$ cat src/design/fel_pkg.sv
package fel_pkg;

    // Command codes carried on the cmd field
    localparam logic [3:0] OP_RECORD      = 4'd0;
    localparam logic [3:0] OP_READ_ALL    = 4'd1;
    localparam logic [3:0] OP_MATCH_SID   = 4'd2;
    localparam logic [3:0] OP_MATCH_PASID = 4'd3;
    localparam logic [3:0] OP_WINDOW      = 4'd4;
    localparam logic [3:0] OP_COUNT_FT    = 4'd5;
    localparam logic [3:0] OP_COUNT_AT    = 4'd6;
    localparam logic [3:0] OP_CLEAR       = 4'd7;
    localparam logic [3:0] OP_RESET_STATS = 4'd8;

    localparam logic [3:0] FT_TRANSLATION = 4'd0;
    localparam logic [3:0] FT_PERMISSION  = 4'd1;

    localparam logic [5:0] MAX_ENTRIES_RESET = 6'd32;

    // One stored fault record
    typedef struct packed {
        logic [31:0] stream_id;
        logic [19:0] pasid;
        logic [63:0] address;
        logic [1:0]  access_type;
        logic [3:0]  fault_type;
        logic [63:0] stamp;
    } t_rec;

    // Controller to datapath
    typedef struct packed {
        logic start;     // item accepted: trim, apply, latch keys
        logic rd;        // issue ring read at walk index
        logic count;     // add current entry to match count if it hits
        logic idx_inc;   // advance walk index
        logic idx_clr;   // restart walk
        logic emit_rec;  // load result register with current entry
        logic emit_sum;  // load result register with summary only
    } t_ctl_cmd;

    // Datapath to controller
    typedef struct packed {
        logic in_walk;   // incoming command walks the ring
        logic list_cmd;  // latched command returns records
        logic idx_end;   // walk index reached occupancy
        logic match;     // current read entry matches
        logic nh_zero;   // no matches counted
        logic last_hit;  // next emitted record is the final one
    } t_dp_sts;

endpackage

$ cat src/design/fel_ctrl.sv
module fel_ctrl (
    input  logic              i_clk,
    input  logic              i_rst_n,
    input  logic              i_in_valid,
    output logic              o_in_stall,
    output logic              o_out_valid,
    input  logic              i_out_stall,
    input  fel_pkg::t_dp_sts  i_sts,
    output fel_pkg::t_ctl_cmd o_ctl
);
    import fel_pkg::*;

    typedef enum logic [2:0] {
        S_IDLE,
        S_READ1,
        S_CHECK1,
        S_READ2,
        S_CHECK2,
        S_FINISH
    } t_state;

    t_state   r_state, n_state;
    logic     r_out_valid, n_out_valid;
    logic     out_ready;
    t_ctl_cmd cmd;

    assign out_ready = !r_out_valid || !i_out_stall;

    always_comb begin
        n_state     = r_state;
        n_out_valid = r_out_valid && i_out_stall;
        cmd         = '0;
        unique case (r_state)
            S_IDLE: begin
                if (i_in_valid) begin
                    cmd.start = 1'b1;
                    n_state   = i_sts.in_walk ? S_READ1 : S_FINISH;
                end
            end
            S_READ1: begin
                if (i_sts.idx_end) begin
                    if (i_sts.list_cmd && !i_sts.nh_zero) begin
                        cmd.idx_clr = 1'b1;
                        n_state     = S_READ2;
                    end else begin
                        n_state = S_FINISH;
                    end
                end else begin
                    cmd.rd  = 1'b1;
                    n_state = S_CHECK1;
                end
            end
            S_CHECK1: begin
                cmd.count   = 1'b1;
                cmd.idx_inc = 1'b1;
                n_state     = S_READ1;
            end
            S_READ2: begin
                cmd.rd  = 1'b1;
                n_state = S_CHECK2;
            end
            S_CHECK2: begin
                if (!i_sts.match) begin
                    cmd.idx_inc = 1'b1;
                    n_state     = S_READ2;
                end else if (out_ready) begin
                    cmd.emit_rec = 1'b1;
                    n_out_valid  = 1'b1;
                    if (i_sts.last_hit) begin
                        n_state = S_IDLE;
                    end else begin
                        cmd.idx_inc = 1'b1;
                        n_state     = S_READ2;
                    end
                end
            end
            S_FINISH: begin
                if (out_ready) begin
                    cmd.emit_sum = 1'b1;
                    n_out_valid  = 1'b1;
                    n_state      = S_IDLE;
                end
            end
            default: begin
                n_state = S_IDLE;
            end
        endcase
    end

    always_ff @(posedge i_clk) begin
        if (!i_rst_n) begin
            r_state     <= S_IDLE;
            r_out_valid <= 1'b0;
        end else begin
            r_state     <= n_state;
            r_out_valid <= n_out_valid;
        end
    end

    assign o_in_stall  = (r_state != S_IDLE);
    assign o_out_valid = r_out_valid;
    assign o_ctl       = cmd;

    a_no_emit_into_full: assert property (@(posedge i_clk) disable iff (!i_rst_n)
        (cmd.emit_rec || cmd.emit_sum) |-> !(r_out_valid && i_out_stall))
        else $error("result loaded while previous item still held");

    a_walk_starts: assert property (@(posedge i_clk) disable iff (!i_rst_n)
        (r_state == S_IDLE && i_in_valid && i_sts.in_walk) |=> (r_state == S_READ1))
        else $error("query did not start ring walk");

    a_emit_walk_in_range: assert property (@(posedge i_clk) disable iff (!i_rst_n)
        (r_state == S_READ2) |-> !i_sts.idx_end)
        else $error("record walk ran past occupancy");

    a_last_ends_cmd: assert property (@(posedge i_clk) disable iff (!i_rst_n)
        (cmd.emit_rec && i_sts.last_hit) |=> (r_state == S_IDLE && r_out_valid))
        else $error("final record did not close the command");

endmodule

$ cat config.mk
export PLATFORM = sky130hd
export DESIGN_NAME = fel_ctrl
export DESIGN_NICKNAME = d
export VERILOG_FILES = /design/src/design/fel_pkg.sv /design/src/design/fel_ctrl.sv
export SDC_FILE = /design/constraint.sdc
export NUM_CORES = 1
export LEC_CHECK = 0
export ABC_CLOCK_PERIOD_IN_PS = 1700
export BUFFER_PORTS_ARGS = -buffer_cell sky130_fd_sc_hd__clkbuf_2
export CAP_MARGIN = 10
export CORE_AREA = 3 3 40 42
export CTS_CLUSTER_SIZE = 25
export DETAILED_ROUTE_END_ITERATION = 8
export DIE_AREA = 0 0 43 45
export REMOVE_ABC_BUFFERS = 1
export SYNTH_ARGS = -nofsm -noshare
export SYNTH_HDL_FRONTEND = slang
export SYNTH_SLANG_ARGS = --single-unit
export TNS_END_PERCENT = 5
$ cat constraint.sdc
create_clock -name i_clk -period 1.7 [get_ports i_clk]
set_input_delay 0.425 -clock i_clk [delete_from_list [all_inputs] [get_ports i_clk]]
set_output_delay 0.425 -clock i_clk [all_outputs]
set_load 0.02 [all_outputs]
# Word level (Yosys, flattened, before mapping)

Index checks and enable logic that the tools add are counted.

Bits in registers: 4
Word-level logic and storage cells: 47
Input bits: 10

Muxes and demuxes: 28
Equal/unequal tests: 8
Reduce and logical (&&, ||, !) cells: 9

Operators with widths:

| cell                                                 | count |
|---|---|
| 2-to-1 mux 3 bit                                     | 7 |
| case mux 3 bit (6 select lines)                      | 1 |
| 2-to-1 mux 1 bit                                     | 16 |
| equality test 3 x 2 -> 1 bit (second input constant) | 2 |
| equality test 3 bit (second input constant)          | 2 |
| case mux 1 bit (2 select lines)                      | 3 |
| inequality test 2 bit (second input constant)        | 2 |
| equality test 3 x 1 -> 1 bit (second input constant) | 1 |
| zero test 1 bit                                      | 3 |
| zero test 3 bit                                      | 1 |
| inequality test 3 bit (second input constant)        | 1 |
| AND reduction 3 bit                                  | 1 |
| nonzero test 3 bit                                   | 1 |
| logical AND 1 bit                                    | 2 |
| 2-to-1 mux 2 bit                                     | 1 |
| logical OR 1 bit                                     | 1 |

# Logic depth before layout (Yosys ltp)

Gate-level depths: netlist (run 1).

Word-level depth: 5
Mapped depth: 5
Mapped depth without buffers: 4

# Least setup slack after synthesis (run 1)

OpenSTA, ideal clock, no wires.

Kind: register -> output
Start: register r_state[0]
End: output o_ctl[2] in the netlist's numbering
Cell stages (with the launch flop): 4
Path buffers: 1
Arrival time: 1.417 ns
Required time: 1.275 ns
Slack: -0.142 ns
Cells stage by stage: dfxtp_1 > clkbuf_1 > nand2_1 > nor4_1

RTL lines:

| what                   | RTL line       | RTL |
|---|---|---|
| from (decl)            | fel_ctrl.sv:22 | `t_state r_state, n_state;` |
| from (signal assigned) | fel_ctrl.sv:95 | `r_state <= n_state;` |
| to (decl)              | fel_ctrl.sv:9  | `output fel_pkg::t_ctl_cmd o_ctl` |

==> results.cfg, run 1 <==
[status]
outcome = finished, final reports clean

[yosys]
main_area_contributors_after_synthesis = sky130_fd_sc_hd__dfxtp_1 25%, sky130_fd_sc_hd__inv_1 5.8%, sky130_fd_sc_hd__nor3_1 4.7%
synthesis.area_sq_um = 321.6
synth_top_cell_area_share_pct = 24.90
synthArstFlopShare_pct = 0
post_synth_edffs = 0
synthTopCellsByCount = 5 x sky130_fd_sc_hd__inv_1, 4 x sky130_fd_sc_hd__dfxtp_1, 3 x sky130_fd_sc_hd__nand2_1, 3 x sky130_fd_sc_hd__nor2_1, 3 x sky130_fd_sc_hd__nor3_1
synth.distinct_cells = 28
post-synth-top-count-cell = sky130_fd_sc_hd__inv_1
synth.yosys.seq_area_share_pct = 24.90
synthFlopType = sky130_fd_sc_hd__dfxtp_1
avgSynthCellArea_sq_um = 6.990
post_synth_inst_count = 46
cell_type_with_the_largest_total_area_after_synthesis = sky130_fd_sc_hd__dfxtp_1
yosys_warnings = 0
flip_flop_and_latch_count_after_synthesis = 4

[floorplanning]
placementRows = 13
fp.dieW_um = 43
top_level_ports = 19
die_h_um = 45
floorplan.initialDensity_pct = 25.02
die_area_sq_um = 1935
coreArea_sq_um = 1285

[worst_setup_path]
worst_setup_path_endpoint = o_ctl[3]
reg2reg_setup_slack_ns = 0.16
critical_path_peak_fanout = 5
worstPathArrival_ns = 1.26
critical_path.startpoint = r_state[1]
critPathKind = register to primary output
reg2reg_from = r_state[2]
cp-end-kind = primary output
crit_buf_inv = 1
cpPeakStageDelay_ns = 0.34
timing.critical_path.required_ns = 1.27
critical_path_depth = 4
crit_path_top_delay_cell = sky130_fd_sc_hd__dfxtp_2
worst-r2r-cell-count = 5
rr_endpoint = r_state[0]
timing.critical_path.max_delay_family = compound AO/OA/AOI/OAI gates
worstSetupStartpointType = register
crit_path_cell_trace = nand2b_4 -> a211oi_2 -> a21o_1 -> buf_6

[sta]
rsz0062_at_grt = yes
setup_skew_ns = 0.0006051
drv_slew = 0
slew_headroom_pct = 73.96
final-hold-violation-count = 0
hold_ws_ns = 0.4378
timing.final.crit_share_pct = 99.06
fmax_ghz = 0.5938
final_worst_setup_slack_ns = 0.01593
timing_worst_slew_pin_value_ns = 0.3845
timing.final.setup_violations = 0
finalCriticalPeriod_ns = 1.684
finalSetupTns_ns = 0

[grt]
grt_antenna_before_repair = 0
global_route_wire_length_before_repair_um = 1587
number_of_global_route_vias_before_repair = 402
overflow_after_grt = 0
grt_start_max_net_pins = 11
globalRouteTotalUtil_pct = 10.83

[route]
drt_iter0_markers = 13
drc = 0
via_count = 414
detail_route.first_pass.iterations = 4
final_antenna_net_count = 0
routed_wirelength_um = 1027
wire_per_inst_um = 12.23
vias_per_cell = 4.929

[clock_tree]
postCtsHoldBufs = 0
numCtsBuffers = 3
clock_latency_at_the_later_pin_of_the_worst_skew_pair_ns = 0.23
path_clk_slew_ns = 0.03
htree_num_levels = 1
cts-root-to-sink-buffers = 2
cts.sink_count = 4
cts_tree = done
clock_tree_root_buffer_cell = sky130_fd_sc_hd__clkbuf_4

[worst_hold_path]
hold_path_class = primary input to register

[placed_design]
place_ws_ns = 0.09252
gpl.final_weighted_congestion = 0.7122
detailed_place_hpwl_um = 775.2
port_buffers = 18

[finish]
syn_to_final_growth_pct = 64.59
antenna-diode-count = 0
num-nets-final = 81
drive_gt1_share_pct = 52.17

[power]
power_density_nw_per_um2 = 807.4
vdd_ir_drop_max_mv = 0.3765
p_leak_nw = 0.2511

[run]
max_cap_violations = 0
## area by class of cell
| type | instances | area [sq um] |
|---|---|---|
| Fill cell | 134 | 755.7 |
| Multi-Input combinational cell | 34 | 245.2 |
| Timing Repair Buffer | 23 | 140.1 |
| Sequential cell | 4 | 83.83 |
| Clock buffer | 3 | 22.52 |
| Inverter | 5 | 18.77 |
| Tap cell | 15 | 18.77 |
## cells in the final DEF (no fill, tap or decap), drive strengths merged
cell type,Yosys,layout
buf,2,8
nand4,1,1
inv,5,5
a21o,1,1
nand2b,2,2
nor3,3,3
o21ai,3,3
nor3b,2,2
and2,1,1
o21a,1,1
a21oi,2,2
o311ai,1,1
nand2,3,3
dfxtp,4,4
o22ai,1,1
a21boi,1,1
nor4,1,1
a31oi,1,1
nor2b,1,1
a211oi,2,2
nand3,1,1
clkbuf,1,18
and4b,1,1
and3,1,1
or4,1,1
nor2,3,3
## state kept, by name (all words and copies together) (netlist names)
register     flops
r_state          3
o_out_valid      1
## worst reg2reg max path, cell delays in order (launching register included)
cell	delay [ns]
sky130_fd_sc_hd__dfxtp_2	0.35
sky130_fd_sc_hd__buf_4	0.15
sky130_fd_sc_hd__or4_1	0.51
sky130_fd_sc_hd__o311ai_1	0.15
sky130_fd_sc_hd__o21ai_1	0.12
sky130_fd_sc_hd__and2_1	0.17
## metrics by stage
step / total power, mW / utilization, % / instance area (sq um) / std cells
final: 0.4273 / 41.19 / 529.3 / 84
after global routing: 0.4603 / 41.19 / 529.3 / 84
after CTS: 0.4129 / 37.97 / 488.0 / 83
after detailed placement: 0.2800 / 33.69 / 432.9 / 79
after global placement: 0.2792 / 33.69 / 432.9 / 79
after floorplan: 0.2163 / - / 301.5 / 43
## timing repair
action                     CTS  global route
pin swaps                    2             2
setup buffers                1             1
setup endpoints to repair    3             5
resized for setup            9            10
## power by group
group          internal, mW  switching, mW
registers             0.107         0.0219
logic                0.0860          0.101
clock network        0.0786         0.0334
## metal layers
metal,up-vias,global-route usage [%],part of all wire [%]
li1,212,-,-
met1,193,10.87,39
met2,9,20.66,57
met3,0,1.992,3.8
met4,0,6.627,0
met5,-,0,0
## logic make-up after synthesis
| family | count (synthesis) | synth area share, % |
|---|---|---|
| simple gates | 21 | 36.97 |
| compound gates | 13 | 26.07 |
| flops | 4 | 24.90 |
| buf+inv | 8 | 12.06 |
## how the worst min path moves through the flow
stage	cells past startpoint	endpoint	start
after global routing	2	r_state[2]	i_rst_n
after global placement	2	o_out_valid	o_out_valid
after floorplan	1	r_state[2]	i_rst_n
final	2	r_state[2]	i_rst_n
after CTS	2	r_state[2]	i_rst_n
after detailed placement	2	o_out_valid	o_out_valid
Note: power is estimated with default switching activity, not from simulation.
==> inputs of run 2 (changes only) <==
CORE_AREA = not set   (was 3 3 40 42)
CORE_MARGIN = 3   (was not set)
CORE_UTILIZATION = 24   (was not set)
DIE_AREA = not set   (was 0 0 43 45)
RECOVER_POWER = 50   (was not set)
==> run 2 against run 1 <==
Compared with the run above: clock power up 8%; core utilization is 3.3 points higher; flip-flop and latch count unchanged; clock skew rose by 0.0063 ns; die area is 6.2% lower; combinational power is 4% lower; non-clock buffer count is 1 lower; first-iteration DRC count fell by 7.7%; highest routed layer unchanged; wire length increased by 4.1%; count of clock-buffer cells in the layout unchanged; power is 1.5% higher; largest power group unchanged.
==> results.cfg, run 2 (same netlist as run 1, synthesis figures left out) <==
[worst_setup_path]
crit_buf_inv = 1
worstPathArrival_ns = 1.23
worstSetupStartpointType = register
critPathKind = register to primary output
crit_path_top_delay_cell = sky130_fd_sc_hd__dfxtp_4
crit_path_cell_trace = nand2_2 -> nor4_4 -> buf_4
timing.critical_path.required_ns = 1.27
reg2reg_setup_slack_ns = 0.09
worst-r2r-cell-count = 5
reg2reg_from = r_state[2]
rr_endpoint = r_state[0]
critical_path_peak_fanout = 11
cpPeakStageDelay_ns = 0.42
cp-end-kind = primary output
timing.critical_path.max_delay_family = flip-flops

[finish]
final_common_cell = sky130_fd_sc_hd__clkbuf_2
instances_no_fill = 82
most-common-layout-cells = 15 x sky130_fd_sc_hd__clkbuf_2, 4 x sky130_fd_sc_hd__inv_1, 4 x sky130_fd_sc_hd__buf_4
antenna-diode-count = 0
num-nets-final = 80
max_flop_register = r_state
fill_cell_total_of_the_finished_layout = 127
final_core_utilization_pct = 44.51
syn_to_final_growth_pct = 64.20
largest_reg_flops = 3
drive_gt1_share_pct = 50.00

[sta]
setup_skew_ns = 0.006882
finalCriticalPeriod_ns = 1.658
fmax_ghz = 0.6033
timing_worst_slew_pin_value_ns = 0.3891
final-hold-violation-count = 0
timing.final.crit_share_pct = 97.51
timing.final.setup_violations = 0
slew_headroom_pct = 73.65
rsz0062_at_grt = yes
final_worst_setup_slack_ns = 0.04233
drv_slew = 0

[clock_tree]
cts_tree = done
cts.sink_count = 4
clock_latency_at_the_later_pin_of_the_worst_skew_pair_ns = 0.24
numCtsBuffers = 3
clock_tree_root_buffer_cell = sky130_fd_sc_hd__clkbuf_4
htree_num_levels = 1
path_clk_slew_ns = 0.04
cts-root-to-sink-buffers = 2

[floorplanning]
coreArea_sq_um = 1186
die_h_um = 42.61
die_area_sq_um = 1815
fp.dieW_um = 42.61
floorplan.initialDensity_pct = 27.11
top_level_ports = 19
placementRows = 12

[grt]
global_route_track_usage_on_met3_pct = 5.579
global_route_wire_length_before_repair_um = 1435
overflow_after_grt = 0
globalRouteTotalUtil_pct = 10.71
number_of_global_route_vias_before_repair = 373
use_met2_pct = 17.33
busiest_layer = met2
globalRouteMet1Util_pct = 11.39
grt_antenna_before_repair = 0
grt_start_max_net_pins = 12

[power]
power_density_nw_per_um2 = 821.4
p_switching_uw = 167.6
vdd_ir_drop_max_mv = 0.3737
power_switching_share_pct = 38.65
p_leak_nw = 0.2599
p_total_uw = 433.7
power.share.clock_pct = 27.8
intPower_uw = 266.1
combPwrFrac_pct = 41.6
power.share.sequential_pct = 30.6

[route]
wire_per_inst_um = 13.04
vias_per_cell = 5.024
drt_iter0_markers = 12
routed_wirelength_um = 1069
final_antenna_net_count = 0
via_count = 412
drc = 0
detail_route.first_pass.iterations = 4

[placed_design]
detailed_place_hpwl_um = 671.4
port_buffers = 18
place_ws_ns = 0.1019
placed_cells = 77
gpl.final_weighted_congestion = 0.6996

[worst_hold_path]
min_delay_path_depth = 2
holdPathEnd = r_state[2]
hold_path_class = primary input to register
worst_hold_startpoint = i_rst_n

[status]
outcome = finished, final reports clean

[run]
max_cap_violations = 0
-- run 2: changes by cell type in the layout (fill, tap and decap cells not counted) --
| cell | before | now |
|---|---|---|
| sky130_fd_sc_hd__buf_6 | 2 | 0 |
| sky130_fd_sc_hd__dfxtp_2 | 3 | 1 |
| sky130_fd_sc_hd__dfxtp_4 | 0 | 2 |
| sky130_fd_sc_hd__a211oi_2 | 1 | 0 |
| sky130_fd_sc_hd__a211oi_4 | 0 | 1 |
| sky130_fd_sc_hd__buf_2 | 1 | 2 |
| sky130_fd_sc_hd__buf_4 | 5 | 4 |
| sky130_fd_sc_hd__dlymetal6s2s_1 | 0 | 1 |
-- run 2: final cells by class --
type | count | area (sq um) | share of cell area [%]
timing repair buffer | 22 | 127.6 | 24.17
tap | 14 | 17.52 | 3.318
inverter | 5 | 18.77 | 3.555
multi-input combinational | 34 | 252.7 | 47.87
clock buffer | 3 | 22.52 | 4.265
sequential | 4 | 88.84 | 16.82
-- run 2: routing by layer --
metal  routed length [um]  vias to the layer above
li1                     -                      211
met1                  432                      191
met3                   45                        0
met2                  590                       10
met5                    0                        -
met4                    0                        0
-- run 2: power groups by stage --
stage          sequential (mW)  clock, mW  combinational, mW
2_1_floorplan            0.125          0             0.0912
3_3_place_gp             0.125          0              0.151
3_5_place_dp             0.125          0              0.150
4_1_cts                  0.125      0.125              0.154
5_1_grt                  0.135      0.138              0.196
6_report                 0.133      0.121              0.180
-- run 2: how the worst max path moves through the flow --
stage                     cells past startpoint        from        to
after floorplan                               2  r_state[0]  o_ctl[2]
after global placement                        4    i_sts[2]  o_ctl[3]
after detailed placement                      4    i_sts[2]  o_ctl[3]
after CTS                                     4  r_state[1]  o_ctl[3]
after global routing                          3  r_state[0]  o_ctl[2]
final                                         3  r_state[0]  o_ctl[2]
-- run 2: timing repair --
item                                    CTS  global route
setup buffers                             0             2
hold buffers                              0             0
gates cloned                              0             0
pin swaps                                 0             2
gates resized for setup                   4            15
endpoints found under the setup margin    4             5
-- run 2: per-stage QoR --
stage | cell area [sq um] | hold slack, ns | setup TNS, ns
finish | 528.0 | 0.4124 | 0
global route | 528.0 | 0.4261 | -0.03905
CTS | 456.7 | 0.4124 | -0.01235
detailed placement | 424.2 | 0.6106 | 0
global placement | 424.2 | 0.6104 | 0
floorplan | 301.5 | 0.5426 | -0.02313
==> inputs of run 3 (changes only) <==
ABC_AREA = 1   (was not set)
==> run 3 against run 2 <==
Compared with the run above: final cell count is 12% higher; hold slack better by 0.039 ns; wire length is 33% lower; first-iteration DRC count is 83% lower; worst setup slack better by 0.014 ns; register-to-register slack better by 0.50 ns; maximum frequency is 0.85% higher; area after synthesis is 1.9% lower; clock skew is 0.0053 ns lower; core utilization is 5.5 points lower; largest cell class unchanged.
==> results.cfg, run 3 <==
[route]
final_antenna_net_count = 0
drc = 0
drt_iter0_markers = 2
routed_wirelength_um = 716
wire_per_inst_um = 7.783
via_count = 390
detail_route.first_pass.iterations = 4
vias_per_cell = 4.239

[worst_setup_path]
critical_path_peak_fanout = 4
reg2reg_from = r_state[1]
worstSetupStartpointType = register
timing.critical_path.required_ns = 1.27
cp-end-kind = primary output
rr_endpoint = r_state[2]
crit_path_top_delay_cell = sky130_fd_sc_hd__dfxtp_1
critical_path.startpoint = r_state[1]
worst-r2r-cell-count = 7
critPathKind = register to primary output
cpPeakStageDelay_ns = 0.33
reg2reg_setup_slack_ns = 0.59
worstPathArrival_ns = 1.22
crit_path_cell_trace = inv_1 -> nand2_1 -> nor4_1 -> buf_2

[finish]
syn_to_final_growth_pct = 44.84
max_flop_register = r_state
largest_reg_flops = 3
num-nets-final = 90
antenna-diode-count = 0
final_common_cell = sky130_fd_sc_hd__nand2_1
drive_gt1_share_pct = 41.03
final_standard_cell_area_without_fillers_sq_um = 456.7
instances_no_fill = 92
most-common-layout-cells = 21 x sky130_fd_sc_hd__nand2_1, 14 x sky130_fd_sc_hd__clkbuf_2, 6 x sky130_fd_sc_hd__inv_1, 6 x sky130_fd_sc_hd__nor2_1

[placed_design]
placed_cells = 88
placedInstanceArea_sq_um = 422.9
gpl.final_weighted_congestion = 0.7831
port_buffers = 18
place_ws_ns = 0.1271
detailed_place_hpwl_um = 605.9

[yosys]
synth_top_cell_area_share_pct = 26.19
synthFlopType = sky130_fd_sc_hd__dfxtp_1
main_area_contributors_after_synthesis = sky130_fd_sc_hd__nand2_1 26%, sky130_fd_sc_hd__dfxtp_1 25%, sky130_fd_sc_hd__inv_1 8.3%
post_synth_edffs = 0
cell_type_with_the_largest_total_area_after_synthesis = sky130_fd_sc_hd__nand2_1
synthesis.area_sq_um = 315.3
flip_flop_and_latch_count_after_synthesis = 4
post-synth-top-count-cell = sky130_fd_sc_hd__nand2_1
avgSynthCellArea_sq_um = 5.630
post_synth_inst_count = 56
yosys_warnings = 0
synthTopCellsByCount = 22 x sky130_fd_sc_hd__nand2_1, 7 x sky130_fd_sc_hd__inv_1, 5 x sky130_fd_sc_hd__nor2_1
synth.yosys.seq_area_share_pct = 25.40
synth.distinct_cells = 16
synthArstFlopShare_pct = 0

[grt]
global_route_wire_length_before_repair_um = 1297
grt_antenna_before_repair = 0
overflow_after_grt = 0
number_of_global_route_vias_before_repair = 353
globalRouteTotalUtil_pct = 9.241
grt_start_max_net_pins = 7

[sta]
rsz0062_at_grt = no
final-hold-violation-count = 0
fmax_ghz = 0.6084
timing.final.setup_violations = 0
drv_slew = 0
timing_worst_slew_pin_value_ns = 0.2598
finalSetupTns_ns = 0
timing.final.crit_share_pct = 96.69
final_worst_setup_slack_ns = 0.05633
finalCriticalPeriod_ns = 1.644
slew_headroom_pct = 82.76
setup_skew_ns = 0.001556

[power]
power.share.clock_pct = 29.1
power_density_nw_per_um2 = 906.9
vdd_ir_drop_max_mv = 0.3025
p_leak_nw = 0.2641
combPwrFrac_pct = 40.8
p_switching_uw = 164.6
intPower_uw = 249.6
power_switching_share_pct = 39.74
power.share.sequential_pct = 30.2

[floorplanning]
placementRows = 12
die_area_sq_um = 1785
die_h_um = 42.25
top_level_ports = 19
floorplan.initialDensity_pct = 26.92
fp.dieW_um = 42.25
coreArea_sq_um = 1171

[clock_tree]
clock_tree_root_buffer_cell = sky130_fd_sc_hd__clkbuf_4
cts_tree = done
htree_num_levels = 1
clock_latency_at_the_later_pin_of_the_worst_skew_pair_ns = 0.24
postCtsHoldBufs = 0
path_clk_slew_ns = 0.04
cts-root-to-sink-buffers = 2
numCtsBuffers = 3
cts.sink_count = 4

[status]
outcome = finished, final reports clean

[worst_hold_path]
holdPathEnd = r_state[0]
hold_path_class = primary input to register
worst_hold_startpoint = i_rst_n
min_delay_path_depth = 3

[run]
max_cap_violations = 0
[run 3: power by group through the flow]
stage / logic (mW) / clock network (mW) / registers [mW]
4_1_cts: 0.175 / 0.126 / 0.121
3_3_place_gp: 0.167 / 0 / 0.123
5_1_grt: 0.190 / 0.131 / 0.127
6_report: 0.169 / 0.120 / 0.125
3_5_place_dp: 0.167 / 0 / 0.122
2_1_floorplan: 0.119 / 0 / 0.122
[run 3: kinds of logic (layout without fill, tap and decap cells)]
kind of cell           after synthesis  count (layout)  synth area share (%)
buffers and inverters                9              31                 10.72
AO/OA/AOI/OAI                        5               5                 10.72
flip-flops                           4               4                 25.40
AND/OR/NAND/NOR                     38              38                 53.18
[run 3: per-layer routing]
layer	global-route usage, %	part of all wire [%]	up-vias
met5	0	0	-
met4	9.317	2.9	0
met3	0.8584	9.4	2
met2	12.16	39	14
met1	12.44	49	155
li1	-	-	219
[run 3: worst max-delay path, delay by kind of cell, from the launching register on]
family	cells	cell delay, ns
buffers and inverters	2	0.33
DFF	1	0.33
and+or+nand+nor	2	0.33
[run 3: stage by stage]
stage	hold WS [ns]	total power, mW	utilization (%)
2_1_floorplan	0.5781	0.2404	-
3_3_place_gp	0.5001	0.2895	36.11
3_5_place_dp	0.5156	0.2890	36.11
4_1_cts	0.4518	0.4218	38.68
5_1_grt	0.4768	0.4475	39.00
6_report	0.4513	0.4142	39.00
[run 3: worst max-delay path by stage]
stage	to	slack, ns
after detailed placement	o_ctl[3]	0.13
after floorplan	o_ctl[3]	0.05
after global placement	o_ctl[3]	0.14
final	o_ctl[2]	0.06
after global routing	o_ctl[1]	0.009
after CTS	o_ctl[3]	0.0003
[run 3: layout make-up]
class | count | area (sq um)
inverter | 9 | 33.78
sequential | 4 | 82.58
fill | 133 | 714.4
tap | 14 | 17.52
clock buffer | 3 | 22.52
timing repair buffer | 19 | 93.84
multi-input combinational | 43 | 206.4
[run 3: repair_timing]
action                                  CTS  global route
gates resized for setup                   0             8
pin swaps                                 1             1
endpoints found under the setup margin    1             4
buffers inserted                          1             0
